`config.mk`:
```
export PLATFORM = sky130hd
export DESIGN_NAME = id_pool_allocator_core
export DESIGN_NICKNAME = d
export VERILOG_FILES = /design/src/rtl/core/idpa_pkg.sv /design/src/rtl/core/idpa_ctrl.sv /design/src/rtl/core/idpa_dp.sv /design/src/rtl/core/id_pool_allocator_core.sv
export VERILOG_INCLUDE_DIRS = /design/src /design/src/rtl/core
export SDC_FILE = /design/constraint.sdc
export NUM_CORES = 2
export LEC_CHECK = 0
export BUFFER_PORTS_ARGS = -buffer_cell sky130_fd_sc_hd__buf_2
export CELL_PAD_IN_SITES_DETAIL_PLACEMENT = 1
export CELL_PAD_IN_SITES_GLOBAL_PLACEMENT = 1
export CORE_ASPECT_RATIO = 0.8
export CORE_MARGIN = 5
export CORE_UTILIZATION = 30
export DETAILED_ROUTE_END_ITERATION = 16
export PLACE_DENSITY_LB_ADDON = 0.1
export SLEW_MARGIN = 40
export SYNTH_ARGS = -nofsm -noshare
export SYNTH_HDL_FRONTEND = slang
export SYNTH_SLANG_ARGS = --single-unit
```
`constraint.sdc`:
```
create_clock -name clk -period 17.6 [get_ports clk]
set_clock_uncertainty 0.2 [all_clocks]
set_input_delay 3.52 -clock clk [delete_from_list [all_inputs] [get_ports clk]]
set_output_delay 3.52 -clock clk [all_outputs]
set_load 0.1 [all_outputs]
```
`src/rtl/core/id_pool_allocator_core_assert.svh`:
```
// Assertion macros used by the allocator top level.
`ifndef ID_POOL_ALLOCATOR_CORE_ASSERT_SVH
`define ID_POOL_ALLOCATOR_CORE_ASSERT_SVH

// Implication within the same cycle.
`define IDPA_ASSERT_IMPL(lbl, clk, rstn, ante, cons) \
  lbl: assert property (@(posedge clk) disable iff (!(rstn)) (ante) |-> (cons)) \
    else $error("assertion failed");

// Implication into the next cycle.
`define IDPA_ASSERT_NEXT(lbl, clk, rstn, ante, cons) \
  lbl: assert property (@(posedge clk) disable iff (!(rstn)) (ante) |=> (cons)) \
    else $error("assertion failed");

`endif

```
`src/rtl/core/idpa_pkg.sv`:
```
// Package: constants, codes and controller/datapath interface types.
`timescale 1ns / 1ps
package idpa_pkg;
  localparam int POOL_SIZE = 64;
  localparam int OFF_W     = 6;
  localparam int CNT_W     = 7;
  localparam int GID_W     = 32;
  localparam int MASK_W    = 64;
  localparam int CFG_IDX_W = 1;
  localparam int CFG_W     = 32;
  localparam int IN_DATA_W  = 128;
  localparam int OUT_DATA_W = 40;

  typedef enum logic [0:0] {
    OP_ALLOC = 1'b0,
    OP_TEST  = 1'b1
  } op_t;

  localparam logic [CFG_IDX_W-1:0] REG_BASE_GID   = 1'b0;
  localparam logic [CFG_IDX_W-1:0] REG_POOL_COUNT = 1'b1;

  typedef enum logic [3:0] {
    S_IDLE,
    S_CHK,
    S_A_RD,
    S_A_PR,
    S_B_RD,
    S_B_PR,
    S_P_RD,
    S_P_WR,
    S_T_RD,
    S_T_EV,
    S_OUT
  } state_t;

  typedef struct packed {
    logic load;
    logic a_rd;
    logic a_pr;
    logic b_rd;
    logic b_pr;
    logic p_rd;
    logic p_wr;
    logic t_rd;
    logic t_ev;
    logic out_load;
  } cmd_t;

  typedef struct packed {
    logic             is_test;
    logic             last;
    logic             free_empty;
    logic             used_empty;
    logic             a_last;
    logic             b_last;
    logic             out_free;
    logic [CNT_W-1:0] free_depth;
    logic [CNT_W-1:0] used_depth;
    logic [CNT_W-1:0] pool_n;
  } sts_t;
endpackage

```
`src/rtl/core/idpa_ctrl.sv`:
```
// Controller state machine for the ID pool allocator.
`timescale 1ns / 1ps
module idpa_ctrl
  import idpa_pkg::*;
(
  input  logic clk,
  input  logic rst_n,
  input  logic in_fire,
  input  sts_t sts,
  output logic idle,
  output cmd_t cmd
);
  state_t state_r, state_nxt;

  always_ff @(posedge clk) begin
    if (!rst_n) begin
      state_r <= S_IDLE;
    end else begin
      state_r <= state_nxt;
    end
  end

  always_comb begin
    state_nxt = state_r;
    unique case (state_r)
      S_IDLE: if (in_fire) state_nxt = S_CHK;
      S_CHK: begin
        if (sts.is_test) state_nxt = S_T_RD;
        else if (!sts.free_empty) state_nxt = S_P_RD;
        else if (!sts.used_empty) state_nxt = S_A_RD;
        else state_nxt = S_OUT;
      end
      S_A_RD: state_nxt = S_A_PR;
      S_A_PR: state_nxt = sts.a_last ? S_B_RD : S_A_RD;
      S_B_RD: state_nxt = S_B_PR;
      S_B_PR: begin
        if (!sts.b_last) state_nxt = S_B_RD;
        else if (!sts.free_empty) state_nxt = S_P_RD;
        else state_nxt = S_OUT;
      end
      S_P_RD: state_nxt = S_P_WR;
      S_P_WR: state_nxt = S_OUT;
      S_T_RD: state_nxt = S_T_EV;
      S_T_EV: state_nxt = sts.last ? S_OUT : S_IDLE;
      S_OUT:  if (sts.out_free) state_nxt = S_IDLE;
      default: state_nxt = S_IDLE;
    endcase
  end

  always_comb begin
    cmd      = '0;
    idle     = 1'b0;
    unique case (state_r)
      S_IDLE: begin
        idle     = 1'b1;
        cmd.load = in_fire;
      end
      S_CHK:  ;
      S_A_RD: cmd.a_rd = 1'b1;
      S_A_PR: cmd.a_pr = 1'b1;
      S_B_RD: cmd.b_rd = 1'b1;
      S_B_PR: cmd.b_pr = 1'b1;
      S_P_RD: cmd.p_rd = 1'b1;
      S_P_WR: cmd.p_wr = 1'b1;
      S_T_RD: cmd.t_rd = 1'b1;
      S_T_EV: cmd.t_ev = 1'b1;
      S_OUT:  cmd.out_load = sts.out_free;
      default: ;
    endcase
  end
endmodule

```
`src/rtl/core/idpa_dp.sv`:
```
// Datapath: free stack, used list, owner table, counters and result register.
`timescale 1ns / 1ps
module idpa_dp
  import idpa_pkg::*;
(
  input  logic                  clk,
  input  logic                  rst_n,
  input  cmd_t                  cmd,
  input  logic                  cfg_we,
  input  logic [CFG_IDX_W-1:0]  cfg_index,
  input  logic [CFG_W-1:0]      cfg_wdata,
  input  logic                  in_op,
  input  logic                  in_last,
  input  logic [IN_DATA_W-1:0]  in_data,
  input  logic                  out_tready,
  output logic                  out_valid,
  output logic                  out_kind,
  output logic [OUT_DATA_W-1:0] out_data,
  output sts_t                  sts
);
  logic [OFF_W-1:0] free_mem  [POOL_SIZE];
  logic [OFF_W-1:0] used_mem  [POOL_SIZE];
  logic [GID_W-1:0] owner_mem [POOL_SIZE];

  logic [GID_W-1:0]     base_r;
  logic [CNT_W-1:0]     pool_n_r;
  logic [CNT_W-1:0]     free_depth_r, used_depth_r, hi_r, idx_r, kept_r;
  logic [POOL_SIZE-1:0] used_flag_r;
  logic                 match_seen_r;
  logic                 out_valid_r, out_kind_r, out_match_r;
  logic [GID_W-1:0]     out_gid_r;

  logic                 op_r, last_r, tvalid_r;
  logic [GID_W-1:0]     owner_r, query_r, owner_rd_r;
  logic [MASK_W-1:0]    mask_r;
  logic [OFF_W-1:0]     used_rd_r, free_rd_r;
  logic [GID_W-1:0]     res_gid_r;
  logic                 res_match_r;

  logic [CNT_W-1:0] idx_m1, fidx, init_val, sat_n, new_n;
  logic [OFF_W-1:0] pop_off;
  logic [GID_W-1:0] diff;
  logic             hit, keep;

  assign idx_m1   = idx_r - 7'd1;
  assign fidx     = free_depth_r - 7'd1;
  assign init_val = pool_n_r - 7'd1 - fidx;
  assign pop_off  = (fidx < hi_r) ? free_rd_r : init_val[OFF_W-1:0];
  assign diff     = query_r - base_r;
  assign hit      = tvalid_r && (owner_rd_r == owner_r);
  assign keep     = mask_r[used_rd_r];
  assign sat_n    = (cfg_wdata[CNT_W-1:0] > CNT_W'(POOL_SIZE)) ? CNT_W'(POOL_SIZE)
                                                            : cfg_wdata[CNT_W-1:0];
  assign new_n    = (cfg_index == REG_POOL_COUNT) ? sat_n : pool_n_r;

  always_ff @(posedge clk) begin
    if (!rst_n) begin
      base_r       <= '0;
      pool_n_r     <= '0;
      free_depth_r <= '0;
      used_depth_r <= '0;
      hi_r         <= '0;
      used_flag_r  <= '0;
      match_seen_r <= 1'b0;
      out_valid_r  <= 1'b0;
    end else if (cfg_we) begin
      if (cfg_index == REG_BASE_GID) base_r <= cfg_wdata[GID_W-1:0];
      pool_n_r     <= new_n;
      free_depth_r <= new_n;
      used_depth_r <= '0;
      hi_r         <= '0;
      used_flag_r  <= '0;
      match_seen_r <= 1'b0;
    end else begin
      if (cmd.a_pr && !keep) begin
        free_depth_r       <= free_depth_r + 7'd1;
        used_flag_r[used_rd_r] <= 1'b0;
        if (free_depth_r + 7'd1 > hi_r) hi_r <= free_depth_r + 7'd1;
      end
      if (cmd.b_pr && sts.b_last) used_depth_r <= kept_r + {6'd0, keep};
      if (cmd.p_wr) begin
        free_depth_r         <= fidx;
        used_depth_r         <= used_depth_r + 7'd1;
        used_flag_r[pop_off] <= 1'b1;
      end
      if (cmd.t_ev) match_seen_r <= last_r ? 1'b0 : (match_seen_r | hit);
      if (cmd.out_load) out_valid_r <= 1'b1;
      else if (out_tready) out_valid_r <= 1'b0;
    end
  end

  always_ff @(posedge clk) begin
    if (cmd.load) begin
      op_r        <= in_op;
      last_r      <= in_last;
      owner_r     <= in_data[31:0];
      query_r     <= in_data[63:32];
      mask_r      <= in_data[127:64];
      idx_r       <= used_depth_r;
      res_gid_r   <= '0;
      res_match_r <= 1'b0;
    end
    if (cmd.a_rd) used_rd_r <= used_mem[idx_m1[OFF_W-1:0]];
    if (cmd.a_pr) begin
      if (!keep) free_mem[free_depth_r[OFF_W-1:0]] <= used_rd_r;
      if (sts.a_last) begin
        idx_r  <= '0;
        kept_r <= '0;
      end else begin
        idx_r <= idx_m1;
      end
    end
    if (cmd.b_rd) used_rd_r <= used_mem[idx_r[OFF_W-1:0]];
    if (cmd.b_pr) begin
      if (keep) begin
        used_mem[kept_r[OFF_W-1:0]] <= used_rd_r;
        kept_r <= kept_r + 7'd1;
      end
      idx_r <= idx_r + 7'd1;
    end
    if (cmd.p_rd) free_rd_r <= free_mem[fidx[OFF_W-1:0]];
    if (cmd.p_wr) begin
      owner_mem[pop_off]                     <= owner_r;
      used_mem[used_depth_r[OFF_W-1:0]]      <= pop_off;
      res_gid_r                              <= base_r + {26'd0, pop_off};
    end
    if (cmd.t_rd) begin
      tvalid_r   <= (diff < {25'd0, pool_n_r}) && used_flag_r[diff[OFF_W-1:0]];
      owner_rd_r <= owner_mem[diff[OFF_W-1:0]];
    end
    if (cmd.t_ev) res_match_r <= match_seen_r | hit;
    if (cmd.out_load) begin
      out_kind_r  <= op_r;
      out_gid_r   <= res_gid_r;
      out_match_r <= res_match_r;
    end
  end

  assign out_valid = out_valid_r;
  assign out_kind  = out_kind_r;
  assign out_data  = {7'd0, out_match_r, out_gid_r};

  always_comb begin
    sts            = '0;
    sts.is_test    = (op_r == OP_TEST);
    sts.last       = last_r;
    sts.free_empty = (free_depth_r == '0);
    sts.used_empty = (used_depth_r == '0);
    sts.a_last     = (idx_r == 7'd1);
    sts.b_last     = (idx_r == used_depth_r - 7'd1);
    sts.out_free   = !out_valid_r || out_tready;
    sts.free_depth = free_depth_r;
    sts.used_depth = used_depth_r;
    sts.pool_n     = pool_n_r;
  end
endmodule

```
`src/rtl/core/id_pool_allocator_core.sv`:
```
// Group ID pool allocator: top level.
// Usage:
//  - Program base_gid (index 0) and pool_count (index 1) on the cfg port while
//    idle; every write reinitializes the pool (all IDs free, lowest on top).
//  - Input transactions: in_tuser is the operation (0 allocate, 1 test),
//    in_tlast marks the last test item of a set.
//  - An allocation returns one transaction (out_tuser 0) with the granted ID,
//    or 0 when the pool is exhausted. A test item returns nothing unless it is
//    the last of a set, which returns out_tuser 1 with the owner match flag.
//  - Flow: out_tvalid is registered on leaving S_OUT; an allocation with a free ID
//    passes S_CHK, S_P_RD, S_P_WR and S_OUT, the last test item S_CHK, S_T_RD,
//    S_T_EV and S_OUT. With an empty free stack, the reclaim walk over the used
//    list comes first (two passes, a read and a process state per entry over the
//    registered list memory).
//  - One item is processed at a time; in_tready is high when the controller
//    is idle, so a new item is accepted only after the last one is finished.
//  - The output register holds a result while out_tready is low; the next
//    item is still accepted and processed, and waits only to load its result.
//  - Reset (rst_n low, synchronous) clears the configuration, counters, flags and out_tvalid to zero: empty pool.
`timescale 1ns / 1ps
`include "id_pool_allocator_core_assert.svh"
module id_pool_allocator_core
  import idpa_pkg::*;
(
  input  logic                  clk,
  input  logic                  rst_n,
  input  logic                  cfg_we,
  input  logic [CFG_IDX_W-1:0]  cfg_index,
  input  logic [CFG_W-1:0]      cfg_wdata,
  input  logic                  in_tvalid,
  output logic                  in_tready,
  input  logic [IN_DATA_W-1:0]  in_tdata,   // owner_id, query_gid, in_use_mask
  input  logic                  in_tuser,   // operation
  input  logic                  in_tlast,   // last_in_set
  output logic                  out_tvalid,
  input  logic                  out_tready,
  output logic [OUT_DATA_W-1:0] out_tdata,  // granted_gid, owner_match, zero pad
  output logic                  out_tuser   // result_kind
);
  cmd_t cmd;
  sts_t sts;
  logic idle;

  idpa_ctrl u_ctrl (
    .clk     (clk),
    .rst_n   (rst_n),
    .in_fire (in_tvalid && in_tready),
    .sts     (sts),
    .idle    (idle),
    .cmd     (cmd)
  );

  idpa_dp u_dp (
    .clk        (clk),
    .rst_n      (rst_n),
    .cmd        (cmd),
    .cfg_we     (cfg_we),
    .cfg_index  (cfg_index),
    .cfg_wdata  (cfg_wdata),
    .in_op      (in_tuser),
    .in_last    (in_tlast),
    .in_data    (in_tdata),
    .out_tready (out_tready),
    .out_valid  (out_tvalid),
    .out_kind   (out_tuser),
    .out_data   (out_tdata),
    .sts        (sts)
  );

  assign in_tready = idle;

  `IDPA_ASSERT_NEXT(a_one_at_a_time, clk, rst_n, in_tvalid && in_tready, !in_tready)
  `IDPA_ASSERT_IMPL(a_pool_conserved, clk, rst_n, idle && !cfg_we,
    ({1'b0, sts.free_depth} + {1'b0, sts.used_depth}) <= {1'b0, sts.pool_n})
  `IDPA_ASSERT_IMPL(a_no_load_when_busy, clk, rst_n, cmd.load, in_tvalid && idle)
endmodule

```
Yosys cells after proc, flatten, opt, wreduce, memory -nomap -nowiden
Memories as Yosys holds them, arrays and structs flattened. A register that Yosys moved wholly into a read port is not among the register bits.
Cells that the tools add are included.
{"block": "word_totals", "ramBits": 2816, "output_inout_bits": 43, "in_bits": 168, "register_bits": 348, "word_cells": 165, "mem_count": 3}
{"block": "classes", "mux": 70, "bitwise_logic": 7, "magnitude_cmp": 9, "reduce_logical": 26, "addsub": 12, "n_eq_ne": 15}
{"name": "u_dp.owner_mem", "words": 64, "width": 32, "rd": 1, "rd_ports_with_merged_regs": 1, "wr": 1, "line": "idpa_dp.sv:23", "text": "logic [GID_W-1:0] owner_mem [POOL_SIZE];"}
{"name": "u_dp.free_mem", "words": 64, "width": 6, "rd": 1, "rd_ports_with_merged_regs": 1, "wr": 1, "line": "idpa_dp.sv:21", "text": "logic [OFF_W-1:0] free_mem [POOL_SIZE];"}
{"name": "u_dp.used_mem", "words": 64, "width": 6, "rd": 2, "rd_ports_with_merged_regs": 1, "wr": 1, "line": "idpa_dp.sv:22", "text": "logic [OFF_W-1:0] used_mem [POOL_SIZE];"}
{"cell": "64-bit two-way mux", "count": 4}
{"cell": "7-bit two-way mux", "count": 15}
{"cell": "64-bit bitwise AND", "count": 1}
{"cell": "32-bit two-way mux", "count": 2}
{"cell": "64-bit NOT", "count": 1}
{"cell": "64-bit bitwise OR", "count": 1}
{"cell": "4-bit case mux with 11 select lines", "count": 1}
{"cell": "6-bit two-way mux", "count": 6}
{"cell": "32-bit by 6-bit adder with 32-bit output", "count": 1}
{"cell": "32-bit == test", "count": 1}
{"cell": "32-bit by 7-bit less-than comparator with 1-bit output", "count": 1}
{"cell": "4-bit two-way mux", "count": 8}
{"cell": "32-bit subtractor", "count": 1}
{"cell": "1-bit two-way mux", "count": 29}
{"cell": "7-bit by 1-bit adder with 7-bit output, second input constant", "count": 4}
{"cell": "6-bit by 7-bit less-than comparator with 1-bit output, second input constant", "count": 3}
{"cell": "7-bit by 1-bit subtractor with 7-bit output, second input constant", "count": 3}
{"cell": "4-bit by 3-bit == test with 1-bit output, second input constant", "count": 4}
{"cell": "7-bit logical NOT", "count": 2}
{"cell": "1-bit binary-select mux with 6-bit select", "count": 2}
{"cell": "1-bit demux with 6-bit select", "count": 2}
{"cell": "4-bit == test, second input constant", "count": 3}
{"cell": "6-bit by 1-bit >= comparator with 1-bit output, second input constant", "count": 2}
{"cell": "2-bit nonzero test", "count": 5}
{"cell": "22 further kinds", "count": 37}

Depth between registers and ports, before layout
{"block": "logic_depth", "depth_word": 11, "depth_mapped": 30, "depth_no_buf": 23}

Cells and area by module
A second synthesis with hierarchy kept.
{"block": "hier_totals", "hier_cells": 7427, "area_unflattened_um2": 134894.4}
{"mod": "idpa_dp", "area_per_inst_um2": 134516.5, "cells_each": 7375, "instances": 1, "seq_area_each_um2": 94820.9}
{"mod": "idpa_ctrl", "area_per_inst_um2": 371.6, "cells_each": 51, "instances": 1, "seq_area_each_um2": 80.1}
{"mod": "id_pool_allocator_core", "area_per_inst_um2": 6.3, "cells_each": 1, "instances": 1, "seq_area_each_um2": 0.0}

Least setup slack after synthesis
Ideal clock, no wire load.
{"block": "synth_path", "path_kind": "in2reg", "from": "input port in_tvalid", "to": "register with a tool-made name", "t_arrival_ns": 7.423, "path_buffers": 0, "required_time_ns": 17.279, "slack_ns": 9.857, "cell_stages": 5, "setup_time_ns": 0.121, "path_cell_list": "nand2_1 inv_1 nor3_1 inv_1 mux2_2"}
{"element": "start, declared", "line": "id_pool_allocator_core.sv:30", "text": "input logic in_tvalid,"}

Worst setup path in the final report
{"block": "layout_path", "from": "register u_dp.free_depth_r[2]", "to": "register u_dp.res_gid_r[31] (data pin)"}
{"block": "layout_between", "elab_chain_len": 5, "elab_cells_between_ends": 6, "cone_classes": "add/sub (3); order compare (1); mux (2)"}
{"element": "start, declared", "line": "idpa_dp.sv:27", "text": "logic [CNT_W-1:0] free_depth_r, used_depth_r, hi_r, idx_r, kept_r;"}
{"element": "start signal, assigned", "line": "idpa_dp.sv:69", "text": "free_depth_r <= new_n;"}
{"element": "start signal, assigned", "line": "idpa_dp.sv:76", "text": "free_depth_r <= free_depth_r + 7'd1;"}
{"element": "start signal, assigned", "line": "idpa_dp.sv:82", "text": "free_depth_r <= fidx;"}
{"element": "7-bit by 1-bit subtractor with 7-bit output (*)", "line": "idpa_dp.sv:46", "text": "assign fidx = free_depth_r - 7'd1;"}
{"element": "6-bit subtractor or 7-bit less-than comparator (tied branches)", "line": "idpa_dp.sv:47, idpa_dp.sv:48"}
{"element": "6-bit two-way mux (*)", "line": "idpa_dp.sv:48", "text": "assign pop_off = (fidx < hi_r) ? free_rd_r : init_val[OFF_W-1:0];"}
{"element": "32-bit by 6-bit adder with 32-bit output (*)", "line": "idpa_dp.sv:125", "text": "res_gid_r <= base_r + {26'd0, pop_off};"}
{"element": "32-bit two-way mux (*)", "line": "idpa_dp.sv:122", "text": "if (cmd.p_wr) begin"}
{"element": "end signal, assigned", "line": "idpa_dp.sv:125"}
{"element": "end, declared", "line": "idpa_dp.sv:37", "text": "logic [GID_W-1:0] res_gid_r;"}
Every way passes the cells marked *; elsewhere a longest branch is shown, timed or not.
A chain may end at the register's enable or synchronous reset.

==> metrics <==
Synth area leader=edfxtp_1; number of global-route vias before repair=69327; crit path max fanout=25; Die ar.=447000 sq um; Total GRT Usage=a little under a fifth; endpoints failing hold=0; fmax=~140 MHz; FP Rows=216; hold path endpoint=u_dp.out_gid_r[15]; Slew HR=between 30% and 40%; layout cells sized above 1=a little under a third; most frequent cells in the layout=3065 x edfxtp_1, 1034 x mux4_2, 367 x clkbuf_16; unrepaired setup endpoints after global routing=false; DRT Wirelength=422000 um; clock transition at the registers of the reported paths=0.06 ns; worst hold margin=0.219 ns; nets=approximately 7000; Avg Cell Area, Syn=20.4 sq um; clock latency on the worst-skew pair=just under 1 ns; 1st-iter DRT viols=~7200; WS Path Type=reg2reg; DRC Markers=0; detailed placement HPWL=between 200000 and 300000 um; Hold Crit Start=u_dp.res_gid_r[15]; FF-to-FF path depth=21; Synth Area in Adders=0.767%; largest net degree at the start of global routing=109; postcts setup bufs=0; CP Launch Type=flip-flop; YS warnings=0; die height=599 um; clock sinks=3208; Peak VDD IR=between 0.08 and 0.09 mV; Synth Cell Area=130000 sq um; Pre-antenna DRT Iters=5; Compound-Gate Fraction of Synth Area=2.44%; Via Count=66852; power after layout=about 21000 uW; HP Class=reg2reg; period utilization=39.6%; post-synthesis mux area share=18.3%; WHS Path Cells=0; FFs w/ async S/R, synth=0%; setup TNS=0 ns; area grow syn2layout=15.8%; crit path capture type=flip-flop; reg-to-reg critical path startpoint=u_dp.free_depth_r[2]; critical path data arrival time=7.45 ns; post-CTS sizing=0; crit path time final=6.97 ns; reg-to-reg endpoint=u_dp.res_gid_r[31]; crit-path leading delay family=simple AND/OR/NAND/NOR gates; r2r setup slk=between 10 and 15 ns; CTS buffer count=356; Slew Viols, Final=0; Clock Path Buffers=4; Port Buffers=about 200; ys flop type=edfxtp_1; top cell type's share of synthesized area=70.7%; Slowest-stage cell, CP=dfxtp_1; status=completed; Cell Chain, Critical Path=or3_1 > nor3_4 > xnor2_4 > inv_1 > ha_1 > or2_2 > a21oi_1 > a21oi_2 > buf_4 > mux2i_2 > inv_1 > ha_1 > o211ai_1 > a21boi_0 > o21bai_1 > buf_4 > nor3_2 > nand3_1 > nor4_1 > xnor2_1 > nor2_1; largest family of logic cells by synthesized area=multiplexers; XOR/XNOR Fraction of Synth Area=less than 1%; Lkg Pwr=roughly 0.047 uW; die width=about 750 um; CP max stage delay=0.70 ns; wire length of the first global-routing pass=just under 600000 um; post-DR wirelength/cell=32.8 um; via density per instance=~5.2; initial core utilization=30.1%; gpl congestion=0.780; Yosys cell types=89; synth top area cells=edfxtp_1 71%, mux4_2 18%, dfxtp_1 2.2%; cells after synthesis=6379; initial antenna violation count=68; commonest non-fill, non-tap cell in the layout=edfxtp_1; sequential area share after synthesis=72.9%; IO Count=211; maxcap violations=0; PD cells=between 100 and 150 nW/um^2; Synth Register Bits=3208; worst path required time=18.08 ns; Post-Synth Simple-Gate Area=3.10%; ANT nets after route=0; H-tree levels=5; root buf cell=clkbuf_16; CTS tree=done; measured slew at the worst slew-check pin=between 0.9 and 1 ns; Placeable Area=432000 sq um; grt total ovfl=0; Hold Buf Count CTS=0; final setup vio count=0; worst path bufs/invs=4; Post-synth EDFFs=slightly above 3000
layer usage:
| metal | share of wire [%] | wire, um | vias up | global-route usage, % |
|---|---|---|---|---|
| met1 | 49 | 209000 | 36955 | 29.2 |
| li1 | - | - | 27267 | - |
| met5 | 0 | 0 | - | 0 |
| met3 | 7.0 | 29400 | 429 | 3.78 |
| met4 | 2.0 | 8270 | 0 | 3.80 |
| met2 | 42 | 176000 | 2201 | 26.1 |
power by group:
group,total [uW],switching (uW),internal [uW]
sequential,8910,119,8790
clock,7430,3120,4310
combinational,4520,2910,1610
synth_stat cells, types with 13 or more instances:
master / count
a21oi_1: 169
clkbuf_1: 224
nor3_1: 27
edfxtp_1: 3065
buf_1: 28
nand3_1: 48
xor2_1: 30
xnor2_1: 88
a211oi_1: 47
inv_1: 146
nand4_1: 27
ha_1: 75
buf_4: 13
nand3b_1: 18
and3_1: 33
mux2i_1: 21
nand2_1: 330
nor2_1: 248
dfxtp_1: 143
nand2b_1: 16
nor2b_1: 15
o211ai_1: 14
and2_1: 28
o21ai_0: 127
o21a_1: 13
buf_2: 89
mux2_2: 22
a31oi_1: 48
mux4_2: 1034
nor4_1: 16
final cells by class:
type / instances / area (sq um)
Clock inverter: 205 / 1850
Clock buffer: 441 / 9560
Multi-Input combinational cell: 2671 / 33600
Antenna cell: 9 / 22.5
Inverter: 149 / 654
Sequential cell: 3208 / 94900
Timing Repair Buffer: 394 / 2800
Fill cell: 42325 / 282000
Tap cell: 5777 / 7230
how the worst max path moves through the flow:
stage,start,end,slack [ns],cells after the start
after floorplan,in_tvalid,flip-flop,9.86,5
after global placement,u_dp.free_depth_r[0],u_dp.res_gid_r[31],10.31,22
after detailed placement,u_dp.free_depth_r[0],u_dp.res_gid_r[31],10.60,22
after CTS,u_dp.free_depth_r[0],u_dp.res_gid_r[31],10.57,22
after global routing,u_dp.free_depth_r[0],u_dp.res_gid_r[31],10.16,22
final,u_dp.free_depth_r[2],u_dp.res_gid_r[31],10.63,21
sequential cells by signal, indices dropped and copies added, names as in the netlist, 32 cells and up, named ones only:
register          count
u_dp.free_mem       384
u_dp.owner_mem     2048
u_dp.res_gid_r       32
u_dp.out_gid_r       32
u_dp.query_r         32
u_dp.used_flag_r     64
u_dp.owner_r         32
u_dp.owner_rd_r      32
u_dp.base_r          32
u_dp.used_mem       384
u_dp.mask_r          64
per-stage QoR:
step,setup slack [ns],util [%],cell area [sq um],std cells
floorplan,9.86,-,130000,6385
global placement,10.31,32.1,139000,12188
detailed placement,10.60,32.2,139000,12196
CTS,10.57,34.8,151000,12842
global route,10.16,34.8,151000,12846
finish,10.63,34.8,151000,12854
logic make-up after synthesis:
family	count (synthesis)
other	1
multiplexers	1082
AND/OR/NAND/NOR	868
buffers and inverters	506
AO/OA/AOI/OAI	515
XOR/XNOR	121
flip-flops	3208
adder cells (fa/ha/maj)	78
No activity file was read; power rests on OpenSTA's default activity.
